<file path="src/rtl/nfe_pkg.sv">
package nfe_pkg;

  localparam int unsigned DUR_W     = 15;
  localparam int unsigned SYM_W     = 6;
  localparam int unsigned WORD_W    = 32;
  localparam int unsigned CFG_IDX_W = 3;

  localparam logic [SYM_W-1:0] LEAD_SYM = 6'd0;
  localparam logic [SYM_W-1:0] LAST_SYM = 6'd33;

  typedef logic [DUR_W-1:0] dur_t;

  typedef enum logic [CFG_IDX_W-1:0] {
    REG_NEC_LEAD   = 3'd0,
    REG_LEAD_SPACE = 3'd1,
    REG_ALT_LEAD   = 3'd2,
    REG_BIT_MARK   = 3'd3,
    REG_ONE_SPACE  = 3'd4,
    REG_ZERO_SPACE = 3'd5,
    REG_STOP_MARK  = 3'd6
  } reg_idx_t;

  localparam dur_t RST_NEC_LEAD   = 15'd9000;
  localparam dur_t RST_LEAD_SPACE = 15'd4500;
  localparam dur_t RST_ALT_LEAD   = 15'd4500;
  localparam dur_t RST_BIT_MARK   = 15'd560;
  localparam dur_t RST_ONE_SPACE  = 15'd1690;
  localparam dur_t RST_ZERO_SPACE = 15'd560;
  localparam dur_t RST_STOP_MARK  = 15'd560;

  typedef struct packed {
    dur_t nec_lead_mark;
    dur_t lead_space;
    dur_t alt_lead_mark;
    dur_t bit_mark;
    dur_t one_space;
    dur_t zero_space;
    dur_t stop_mark;
  } cfg_regs_t;

  // one symbol request from the frame stage to the output stage
  typedef struct packed {
    logic [SYM_W-1:0] num;
    logic             alt;
    logic             data_bit;
  } sym_req_t;

  // lo, hi, cmd, ~cmd; short NEC address gets hi = ~lo
  function automatic logic [WORD_W-1:0] build_word(input logic [15:0] addr,
                                                   input logic [7:0]  cmd,
                                                   input logic        alt);
    logic [7:0] lo;
    logic [7:0] hi;
    lo = addr[7:0];
    if (alt || (addr[15:8] != 8'h00)) begin
      hi = addr[15:8];
    end else begin
      hi = ~lo;
    end
    return {lo, hi, cmd, ~cmd};
  endfunction

endpackage

</file>
<file path="src/rtl/nfe_if.sv">
interface nfe_in_if;
  logic        valid;
  logic        ready;
  logic [15:0] address;
  logic [7:0]  command;
  logic        action;

  modport source (output valid, output address, output command, output action, input ready);
  modport sink   (input valid, input address, input command, input action, output ready);
endinterface

interface nfe_out_if;
  logic        valid;
  logic        ready;
  logic [14:0] mark_duration;
  logic        mark_level;
  logic [14:0] space_duration;
  logic        space_level;
  logic [5:0]  symbol_number;
  logic        last;

  modport source (output valid, output mark_duration, output mark_level,
                  output space_duration, output space_level,
                  output symbol_number, output last, input ready);
  modport sink   (input valid, input mark_duration, input mark_level,
                  input space_duration, input space_level,
                  input symbol_number, input last, output ready);
endinterface

</file>
<file path="src/rtl/nfe_cfg.sv">
module nfe_cfg (
  input  logic                               clk,
  input  logic                               rst_n,
  input  logic                               cfg_we,
  input  logic [nfe_pkg::CFG_IDX_W-1:0]      cfg_index,
  input  logic [nfe_pkg::DUR_W-1:0]          cfg_data,
  output nfe_pkg::cfg_regs_t                 regs
);
  import nfe_pkg::*;

  cfg_regs_t regs_r;

  always_ff @(posedge clk) begin
    if (!rst_n) begin
      regs_r.nec_lead_mark <= RST_NEC_LEAD;
      regs_r.lead_space    <= RST_LEAD_SPACE;
      regs_r.alt_lead_mark <= RST_ALT_LEAD;
      regs_r.bit_mark      <= RST_BIT_MARK;
      regs_r.one_space     <= RST_ONE_SPACE;
      regs_r.zero_space    <= RST_ZERO_SPACE;
      regs_r.stop_mark     <= RST_STOP_MARK;
    end else if (cfg_we) begin
      case (reg_idx_t'(cfg_index))
        REG_NEC_LEAD:   regs_r.nec_lead_mark <= cfg_data;
        REG_LEAD_SPACE: regs_r.lead_space    <= cfg_data;
        REG_ALT_LEAD:   regs_r.alt_lead_mark <= cfg_data;
        REG_BIT_MARK:   regs_r.bit_mark      <= cfg_data;
        REG_ONE_SPACE:  regs_r.one_space     <= cfg_data;
        REG_ZERO_SPACE: regs_r.zero_space    <= cfg_data;
        REG_STOP_MARK:  regs_r.stop_mark     <= cfg_data;
        default: ;  // unmapped index: ignored
      endcase
    end
  end

  assign regs = regs_r;

endmodule

</file>
<file path="src/rtl/nfe_frame.sv">
module nfe_frame (
  input  logic              clk,
  input  logic              rst_n,
  nfe_in_if.sink            in_ch,
  output logic              req_valid,
  output nfe_pkg::sym_req_t req,
  input  logic              req_ready
);
  import nfe_pkg::*;

  logic              busy_r;
  logic [SYM_W-1:0]  sym_r;
  logic [WORD_W-1:0] word_r;
  logic              alt_r;
  logic              accept;
  logic              step;
  logic              at_last;

  assign at_last     = (sym_r == LAST_SYM);
  assign step        = busy_r && req_ready;
  // next frame may load while the stop symbol leaves
  assign in_ch.ready = !busy_r || (at_last && req_ready);
  assign accept      = in_ch.valid && in_ch.ready;

  always_ff @(posedge clk) begin
    if (!rst_n) begin
      busy_r <= 1'b0;
      sym_r  <= LEAD_SYM;
    end else if (accept) begin
      busy_r <= 1'b1;
      sym_r  <= LEAD_SYM;
    end else if (step) begin
      busy_r <= !at_last;
      sym_r  <= sym_r + 6'd1;
    end
  end

  // data bits leave MSB first from the top of the shifter
  always_ff @(posedge clk) begin
    if (accept) begin
      word_r <= build_word(in_ch.address, in_ch.command, in_ch.action);
      alt_r  <= in_ch.action;
    end else if (step && (sym_r != LEAD_SYM)) begin
      word_r <= {word_r[WORD_W-2:0], 1'b0};
    end
  end

  assign req_valid    = busy_r;
  assign req.num      = sym_r;
  assign req.alt      = alt_r;
  assign req.data_bit = word_r[WORD_W-1];

  a_sym_range: assert property (@(posedge clk) disable iff (!rst_n)
    busy_r |-> (sym_r <= LAST_SYM))
    else $error("symbol counter past stop symbol");

  a_overlap_only_at_stop: assert property (@(posedge clk) disable iff (!rst_n)
    (accept && busy_r) |-> (at_last && step))
    else $error("new word taken mid-frame");

  a_frame_continues: assert property (@(posedge clk) disable iff (!rst_n)
    (step && !at_last) |=> (busy_r && (sym_r == $past(sym_r) + 6'd1)))
    else $error("frame dropped before stop symbol");

endmodule

</file>
<file path="src/rtl/nfe_symbol.sv">
module nfe_symbol (
  input  logic               clk,
  input  logic               rst_n,
  input  nfe_pkg::cfg_regs_t regs,
  input  logic               req_valid,
  input  nfe_pkg::sym_req_t  req,
  output logic               req_ready,
  nfe_out_if.source          out_ch
);
  import nfe_pkg::*;

  logic             out_valid_r;
  dur_t             mark_r;
  dur_t             space_r;
  logic [SYM_W-1:0] num_r;
  logic             last_r;
  dur_t             mark_nxt;
  dur_t             space_nxt;
  logic             last_nxt;
  logic             load;

  assign req_ready = !out_valid_r || out_ch.ready;
  assign load      = req_valid && req_ready;

  always_comb begin
    mark_nxt  = regs.bit_mark;
    space_nxt = req.data_bit ? regs.one_space : regs.zero_space;
    last_nxt  = 1'b0;
    if (req.num == LEAD_SYM) begin
      mark_nxt  = req.alt ? regs.alt_lead_mark : regs.nec_lead_mark;
      space_nxt = regs.lead_space;
    end else if (req.num == LAST_SYM) begin
      mark_nxt  = regs.stop_mark;
      space_nxt = '0;
      last_nxt  = 1'b1;
    end
  end

  always_ff @(posedge clk) begin
    if (!rst_n) begin
      out_valid_r <= 1'b0;
    end else if (req_ready) begin
      out_valid_r <= req_valid;
    end
  end

  always_ff @(posedge clk) begin
    if (load) begin
      mark_r  <= mark_nxt;
      space_r <= space_nxt;
      num_r   <= req.num;
      last_r  <= last_nxt;
    end
  end

  assign out_ch.valid          = out_valid_r;
  assign out_ch.mark_duration  = mark_r;
  assign out_ch.mark_level     = 1'b1;
  assign out_ch.space_duration = space_r;
  assign out_ch.space_level    = 1'b0;
  assign out_ch.symbol_number  = num_r;
  assign out_ch.last           = last_r;

  a_last_is_stop: assert property (@(posedge clk) disable iff (!rst_n)
    out_valid_r |-> (last_r == (num_r == LAST_SYM)))
    else $error("last flag out of step with symbol number");

  a_stop_no_space: assert property (@(posedge clk) disable iff (!rst_n)
    (out_valid_r && last_r) |-> (space_r == '0))
    else $error("stop symbol carries a space");

endmodule

</file>
<file path="src/rtl/ir_nec_frame_encoder.sv">
// Pulse-distance IR frame encoder. Each input word (address, command, action)
// yields one frame of 34 output words: symbol 0 is the lead (mark from the
// NEC or alternate lead register, space from lead_space), symbols 1..32 carry
// the 32-bit frame word MSB first (bit_mark, then one_space or zero_space),
// and symbol 33 is the stop mark with a zero space and last set. The frame
// word is addr[7:0], addr[15:8], command, ~command; in NEC mode with an
// address of 0xFF or less the second byte is ~addr[7:0] instead. Durations
// are in ticks and come from seven 15-bit registers written through the cfg
// port (index 0..6 in list order; other indices are ignored; reset values
// 9000/4500/4500/560/1690/560/560). Rate: one output word per cycle while
// the sink takes every word; the symbol counter in the frame stage steps
// through the frame. The next input word is taken in the cycle the stop
// symbol moves to the output register, so frames follow with no gap. From
// input to the lead symbol a word passes the frame stage registers and then
// the output register. While the sink holds off, the output register keeps
// its word and the whole pipe stalls with it without loss. Configuration is
// sampled live, so write it only while no frame is in flight.
module ir_nec_frame_encoder (
  input  logic                          clk,
  input  logic                          rst_n,
  nfe_in_if.sink                        in_ch,
  nfe_out_if.source                     out_ch,
  input  logic                          cfg_we,
  input  logic [nfe_pkg::CFG_IDX_W-1:0] cfg_index,
  input  logic [nfe_pkg::DUR_W-1:0]     cfg_data
);
  import nfe_pkg::*;

  cfg_regs_t regs;     // timing registers
  logic      req_valid;
  sym_req_t  req;      // symbol number, protocol, current data bit
  logic      req_ready;

  nfe_cfg u_cfg (
    .clk       (clk),
    .rst_n     (rst_n),
    .cfg_we    (cfg_we),
    .cfg_index (cfg_index),
    .cfg_data  (cfg_data),
    .regs      (regs)
  );

  // input register: frame word shifter and symbol counter
  nfe_frame u_frame (
    .clk       (clk),
    .rst_n     (rst_n),
    .in_ch     (in_ch),
    .req_valid (req_valid),
    .req       (req),
    .req_ready (req_ready)
  );

  // duration select and output register
  nfe_symbol u_symbol (
    .clk       (clk),
    .rst_n     (rst_n),
    .regs      (regs),
    .req_valid (req_valid),
    .req       (req),
    .req_ready (req_ready),
    .out_ch    (out_ch)
  );

endmodule

</file>
<file path="src/flat_wrapper.sv">
// flat-port wrapper written by rule: the top's interface ports become plain ports
module ir_nec_frame_encoder_flat import nfe_pkg::*;
  (clk, rst_n, cfg_we, cfg_index, cfg_data, in_ch_valid, in_ch_address, in_ch_command, in_ch_action, in_ch_ready, out_ch_valid, out_ch_mark_duration, out_ch_mark_level, out_ch_space_duration, out_ch_space_level, out_ch_symbol_number, out_ch_last, out_ch_ready);
  nfe_in_if in_ch_i ();
  nfe_out_if out_ch_i ();
  input  logic clk;
  input  logic rst_n;
  input  logic cfg_we;
  input  logic [nfe_pkg::CFG_IDX_W-1:0] cfg_index;
  input  logic [nfe_pkg::DUR_W-1:0] cfg_data;
  input wire logic [$bits(in_ch_i.valid)-1:0] in_ch_valid;
  input wire logic [$bits(in_ch_i.address)-1:0] in_ch_address;
  input wire logic [$bits(in_ch_i.command)-1:0] in_ch_command;
  input wire logic [$bits(in_ch_i.action)-1:0] in_ch_action;
  output wire logic [$bits(in_ch_i.ready)-1:0] in_ch_ready;
  output wire logic [$bits(out_ch_i.valid)-1:0] out_ch_valid;
  output wire logic [$bits(out_ch_i.mark_duration)-1:0] out_ch_mark_duration;
  output wire logic [$bits(out_ch_i.mark_level)-1:0] out_ch_mark_level;
  output wire logic [$bits(out_ch_i.space_duration)-1:0] out_ch_space_duration;
  output wire logic [$bits(out_ch_i.space_level)-1:0] out_ch_space_level;
  output wire logic [$bits(out_ch_i.symbol_number)-1:0] out_ch_symbol_number;
  output wire logic [$bits(out_ch_i.last)-1:0] out_ch_last;
  input wire logic [$bits(out_ch_i.ready)-1:0] out_ch_ready;
  assign in_ch_i.valid = in_ch_valid;
  assign in_ch_i.address = in_ch_address;
  assign in_ch_i.command = in_ch_command;
  assign in_ch_i.action = in_ch_action;
  assign in_ch_ready = in_ch_i.ready;
  assign out_ch_valid = out_ch_i.valid;
  assign out_ch_mark_duration = out_ch_i.mark_duration;
  assign out_ch_mark_level = out_ch_i.mark_level;
  assign out_ch_space_duration = out_ch_i.space_duration;
  assign out_ch_space_level = out_ch_i.space_level;
  assign out_ch_symbol_number = out_ch_i.symbol_number;
  assign out_ch_last = out_ch_i.last;
  assign out_ch_i.ready = out_ch_ready;
  ir_nec_frame_encoder u_core (.clk(clk), .rst_n(rst_n), .in_ch(in_ch_i), .out_ch(out_ch_i), .cfg_we(cfg_we), .cfg_index(cfg_index), .cfg_data(cfg_data));
endmodule
</file>
<file path="config.mk">
export PLATFORM = sky130hd
export DESIGN_NAME = ir_nec_frame_encoder_flat
export DESIGN_NICKNAME = d
export VERILOG_FILES = /design/src/rtl/nfe_pkg.sv /design/src/rtl/nfe_if.sv /design/src/rtl/nfe_cfg.sv /design/src/rtl/nfe_frame.sv /design/src/rtl/nfe_symbol.sv /design/src/rtl/ir_nec_frame_encoder.sv /design/src/flat_wrapper.sv
export SDC_FILE = /design/constraint.sdc
export NUM_CORES = 1
export LEC_CHECK = 0
export ABC_AREA = 1
export BUFFER_PORTS_ARGS = -buffer_cell sky130_fd_sc_hd__buf_2
export CAP_MARGIN = 20
export CORE_AREA = 2 2 126 128
export CTS_CLUSTER_DIAMETER = 200
export DETAILED_ROUTE_END_ITERATION = 12
export DIE_AREA = 0 0 128 130
export GPL_TIMING_DRIVEN = 0
export MAX_ROUTING_LAYER = met4
export PLACE_DENSITY = 0.73
export SKIP_CTS_REPAIR_TIMING = 1
export SLEW_MARGIN = 10
export SYNTH_ARGS = -nofsm -noshare
export SYNTH_HDL_FRONTEND = slang
export SYNTH_SLANG_ARGS = --single-unit
</file>
<file path="constraint.sdc">
create_clock -name clk -period 4.8 [get_ports clk]
set_clock_uncertainty 0.1 [all_clocks]
set_input_delay 1.44 -clock clk [delete_from_list [all_inputs] [get_ports clk]]
set_output_delay 1.44 -clock clk [all_outputs]
set_load 0.02 [all_outputs]
</file>
# Word-level counts from Yosys, hierarchy flattened
# Cells that the tools add are included.
# totals
reg_bits	183
inputBits	48
out_inout_bits	41
elab_cells	63
# classes
n_addsub	1
n_eq_ne	7
n_mux	12
bitwise_logic	3
reduce_logical	24
# ops
operator	count
$mux W15	6
$mux W32	2
$not A8 Y8	2
$reduce_and A2 Y1	7
$eq A3 B3 Y1 const B	3
$mux W8	1
$reduce_bool A8 Y1	1
$add A6 B1 Y6 const B	1
$eq A3 B2 Y1 const B	2
$eq A6 B6 Y1 const B	1
$logic_not A6 Y1	1
$reduce_bool A6 Y1	1
$logic_and A1 B1 Y1	4
$reduce_bool A2 Y1	2
$eq A3 B1 Y1 const B	1
$logic_not A1 Y1	3
$logic_not A3 Y1	1
$logic_or A1 B1 Y1	3
$mux W1	3
$reduce_or A2 Y1	1
$not A1 Y1	1

# Logic depth before layout (Yosys ltp)
# depth
depth_word	6
mapped_depth	8

# Cells and area by module
# Synthesis repeated with hierarchy kept, for this count alone.
# hier_totals
cells_unflattened	1099
hier_area_um2	8435.6
# by_module_without_submodules
mod	n_inst	cells_each	area_per_inst_um2
nfe_cfg	1	573	4174.0
nfe_symbol	1	314	2356.0
nfe_frame	1	212	1905.6

# Worst setup path before layout
# No wires, ideal clock.
# synth_path
kind	input to register
from	in out_ch_ready
to	reg u_core.u_frame.word_r[0] (enable)
setup_time_ns	0.466
t_arrival_ns	4.025
t_required_ns	4.234
setup_slack_ns	0.210
stages	4
n_path_buf	0
cell_sequence	inv_1 -> nand2_1 -> nand2_1 -> o21ai_0
# synth_between
elab_chain_len	5
word_cells_on_any_way	7
# synth_rtl
element	line_no	rtl
start: declaration	flat_wrapper.sv:23	input wire logic [$bits(out_ch_i.ready)-1:0] out_ch_ready;
$logic_or A1 B1 Y1 *	nfe_symbol.sv:22	assign req_ready = !out_valid_r || out_ch.ready;
$logic_and A1 B1 Y1	nfe_frame.sv:22	assign in_ch.ready = !busy_r || (at_last && req_ready);
$logic_or A1 B1 Y1	nfe_frame.sv:22	
$logic_and A1 B1 Y1	nfe_frame.sv:23	assign accept = in_ch.valid && in_ch.ready;
$reduce_bool A2 Y1 (no line) *	--	
end signal: assignment	nfe_frame.sv:41	word_r <= build_word(in_ch.address, in_ch.command, in_ch.action);
end signal: assignment	nfe_frame.sv:44	word_r <= {word_r[WORD_W-2:0], 1'b0};
end: declaration	nfe_frame.sv:13	logic [WORD_W-1:0] word_r;
# Mark *: on every way between the ends. The rest lies on a longest branch, timed or not.
# A chain may end at the register's enable or synchronous reset.

# Worst setup path in the final report
# layout_path
from	in out_ch_ready
to	out in_ch_ready
# layout_between
elab_chain_len	3
# layout_rtl
element	line_no	rtl
$logic_or A1 B1 Y1	nfe_symbol.sv:22	
$logic_and A1 B1 Y1	nfe_frame.sv:22	
$logic_or A1 B1 Y1	nfe_frame.sv:22	
end: declaration	flat_wrapper.sv:15	output wire logic [$bits(in_ch_i.ready)-1:0] in_ch_ready;
# Every way passes these cells.

==> results.yml <==
finish:
  post-route-cell-area_um2: 9100
  final_core_util_pct: 59.0
  nFillCells: 1398
  drive_gt1_share_pct: 16.2
  nets: 1084
  area_growth_syn_to_layout_pct: 17.3
sta:
  holdWs_ns: 0.348
  fin_crit_sh_pct: 82.9
  max_freq_mhz: 251
  report.final.hold_viol_count: 0
  setup_viol: 0
  relSlewSlack_pct: 51.4
  period_minus_slack_ns: 3.98
  setup_tns_ns: 0
  rsz0062_at_grt: "false"
  maxSlewViolCount: 0
  worstMarginPinSlew_ns: 0.728
worst_setup_path:
  crit_type: "in -> out"
  worst_setup_path_start_kind: "primary input"
  r2r_start: "u_core.u_frame.sym_r[0]"
  r2r_cells: 6
  critPathMaxStageDelay_ns: 0.19
  path_cells: "buf_2 -> inv_1 -> nand2_1 -> nand4_4 -> nand2_4 -> buf_4 -> buf_2"
  crit_slowest_cell: "buf_4"
  crit_required_ns: 3.26
  crit_fanout: 10
  end_kind: "primary output"
  worstReg2RegEnd: "u_core.u_frame.word_r[7]"
  arrival_ns: 2.44
  reg2reg_slack_ns: 2.68
  crit_top_cell: "buf_2"
synth:
  syn_area_um2: 7760
  synth_top_area_share_pct: 29.2
  yosysUniqueCellTypes: 31
  yosysWarningCount: 0
  synth-seq-cells: 183
  synth.area.top_cells: "dfxtp_1 29%, edfxtp_1 27%, nand2_1 13%"
  synth_nets: 978
  syn_area_per_cell_um2: 8.37
  synth_top_area_cell: "dfxtp_1"
  syn_inst: 927
  seq_area_frac_synth_pct: 56.2
detailed_routing:
  dr.pass1.iters: 5
  ant_nets: 0
  dr.first_iter.drc_count: 496
  vias: 6459
  drc: 0
  finalWirelength_um: 18500
  post_drt_wl_per_cell_um: 15.0
  vias_per_cell: 5.21
grt:
  grt_start_max_net_pins: 25
  grtUsageTotal_pct: 24.0
  grt_antenna_before_repair: 1
  grt_first_pass_wirelength_um: 29800
  overflow: 0
  grt_pass1_vias: 6071
min_path:
  hold_start: "u_core.u_cfg.regs[26]"
  hold_depth: 2
  hold_class: "reg -> reg"
  hold_end: "u_core.u_cfg.regs[26]"
power_and_ir_drop:
  p_leak_nw: 3.93
  vdd_ir_drop_max_v: 0.000274
  power_density_nw_per_um2: 388
die:
  start_util_pct: 50.3
  dieArea_um2: 16600
  ios: 89
  die_h_um: 130
  core_area_um2: 15400
  die_x_um: 128
  num_rows: 46
cts:
  clkSlewWorstSetupHoldPaths_ns: 0.07
  htreeDepth: 4
  cts_sinks: 183
  clockBufferDepth: 2
  cts_root_buf: "clkbuf_16"
  cts_buffers: 17
  clk-insertion-delay-late_ns: 0.44
  cts_tree: "yes"
run:
  cap_violations: 0
placed_design:
  gp_congestion: 0.877
  dp_hpwl_um: 13200
  port_buffers: 85
  dpl-instance-area_um2: 8500
status:
  status: "completed"
[cells by family after synthesis]
logic type | synth area share (%)
adders and majority gates | 0.484
buffers and inverters | 7.09
AOI/OAI and AO/OA | 10.9
xor gates and xnor gates | 0.339
other | 0.0968
and+or+nand+nor | 24.8
DFF | 56.2
[cell usage after synthesis]
master and n:
dfxtp_1 113, clkinv_1 1, clkbuf_1 23, conb_1 2, nor2_2 3, a31oi_1 15, a21o_1 1, o211ai_1 8
inv_1 59, buf_4 8, xnor2_1 1, nand2_1 260, o21ai_0 94, a21oi_2 1, nor2_4 5, buf_1 1
ha_1 3, buf_2 11, nand3_2 2, inv_2 11, edfxtp_1 70, nand3b_1 7, nor2_1 114, a21oi_1 36
a21oi_4 1, nand3_1 62, nand4_4 2, o21ai_1 2, buf_6 7, xor2_1 2, nand2_4 2
[cells in the final DEF (no fill, tap or decap), types with 5 or more instances in the layout]
cell type / instances
clkinv_1: 5
nand3b_1: 7
edfxtp_1: 70
nand3_1: 62
a31oi_1: 15
o21ai_0: 93
a21oi_1: 36
buf_6: 7
buf_4: 8
inv_1: 59
inv_2: 11
dfxtp_1: 113
clkbuf_16: 18
o211ai_1: 8
nor2_1: 114
clkbuf_1: 23
nor2_4: 5
nand2_1: 260
buf_2: 96
[cell type report]
class	count	area [um2]	area share (%)
well taps	192	240	2.64
plain buffers	50	284	3.12
clock buffers	18	450	4.95
flip-flops and latches	183	4360	47.9
diodes	1	2.50	0.0275
multi-input cells	623	2860	31.5
inverters	71	267	2.93
repair buffers	87	480	5.28
clock inverters	14	153	1.68
[power by group]
group | leakage, nW | switching (mW) | internal, mW
Clock | 0.299 | 0.592 | 0.843
Combinational | 2.04 | 0.241 | 0.117
Sequential | 1.59 | 0.0282 | 1.71
[flip-flops by register name (all words and copies together), names as in the netlist]
name,flops
u_core.u_symbol.out_ch.symbol_number,6
u_core.u_frame.sym_r,6
u_core.u_symbol.out_ch.last,1
u_core.u_symbol.out_ch.space_duration,15
u_core.u_frame.word_r,32
u_core.u_cfg.regs,105
u_core.u_symbol.out_ch.valid,1
u_core.u_frame.req_valid,1
u_core.u_symbol.out_ch.mark_duration,15
u_core.u_frame.alt_r,1
[per-layer routing]
layer | up-vias | GRT usage (%) | wire length (um)
met2 | 166 | 39.7 | 9030
met1 | 3029 | 29.3 | 8230
li1 | 3232 | - | -
met3 | 32 | 5.78 | 919
met4 | 0 | 7.43 | 348
met5 | - | - | 0
[through the flow]
step / power (mW) / worst slack (ns) / cells
6_report: 3.53 / 0.818 / 1239
4_1_cts: 3.54 / 0.832 / 1238
3_3_place_gp: 2.11 / -0.979 / 1204
5_1_grt: 3.66 / 0.770 / 1239
3_5_place_dp: 2.13 / 0.853 / 1206
2_1_floorplan: 1.99 / 0.210 / 927
[worst max-delay path by stage]
stage,from,endpoint,slack (ns),depth (start not counted)
floorplan,out_ch_ready,u_core.u_frame.word_r[0],0.21,4
global placement,out_ch_ready,u_core.u_frame.word_r[7],-0.98,5
detailed placement,out_ch_ready,in_ch_ready,0.85,7
CTS,out_ch_ready,in_ch_ready,0.83,7
global route,out_ch_ready,in_ch_ready,0.77,7
finish,out_ch_ready,in_ch_ready,0.82,7
[worst max-delay path: cells and delay by family]
family,cells,cell delay (ns)
buffers and inverters,4,0.53
and+or+nand+nor,3,0.46
(Power assumes the default switching activity.)
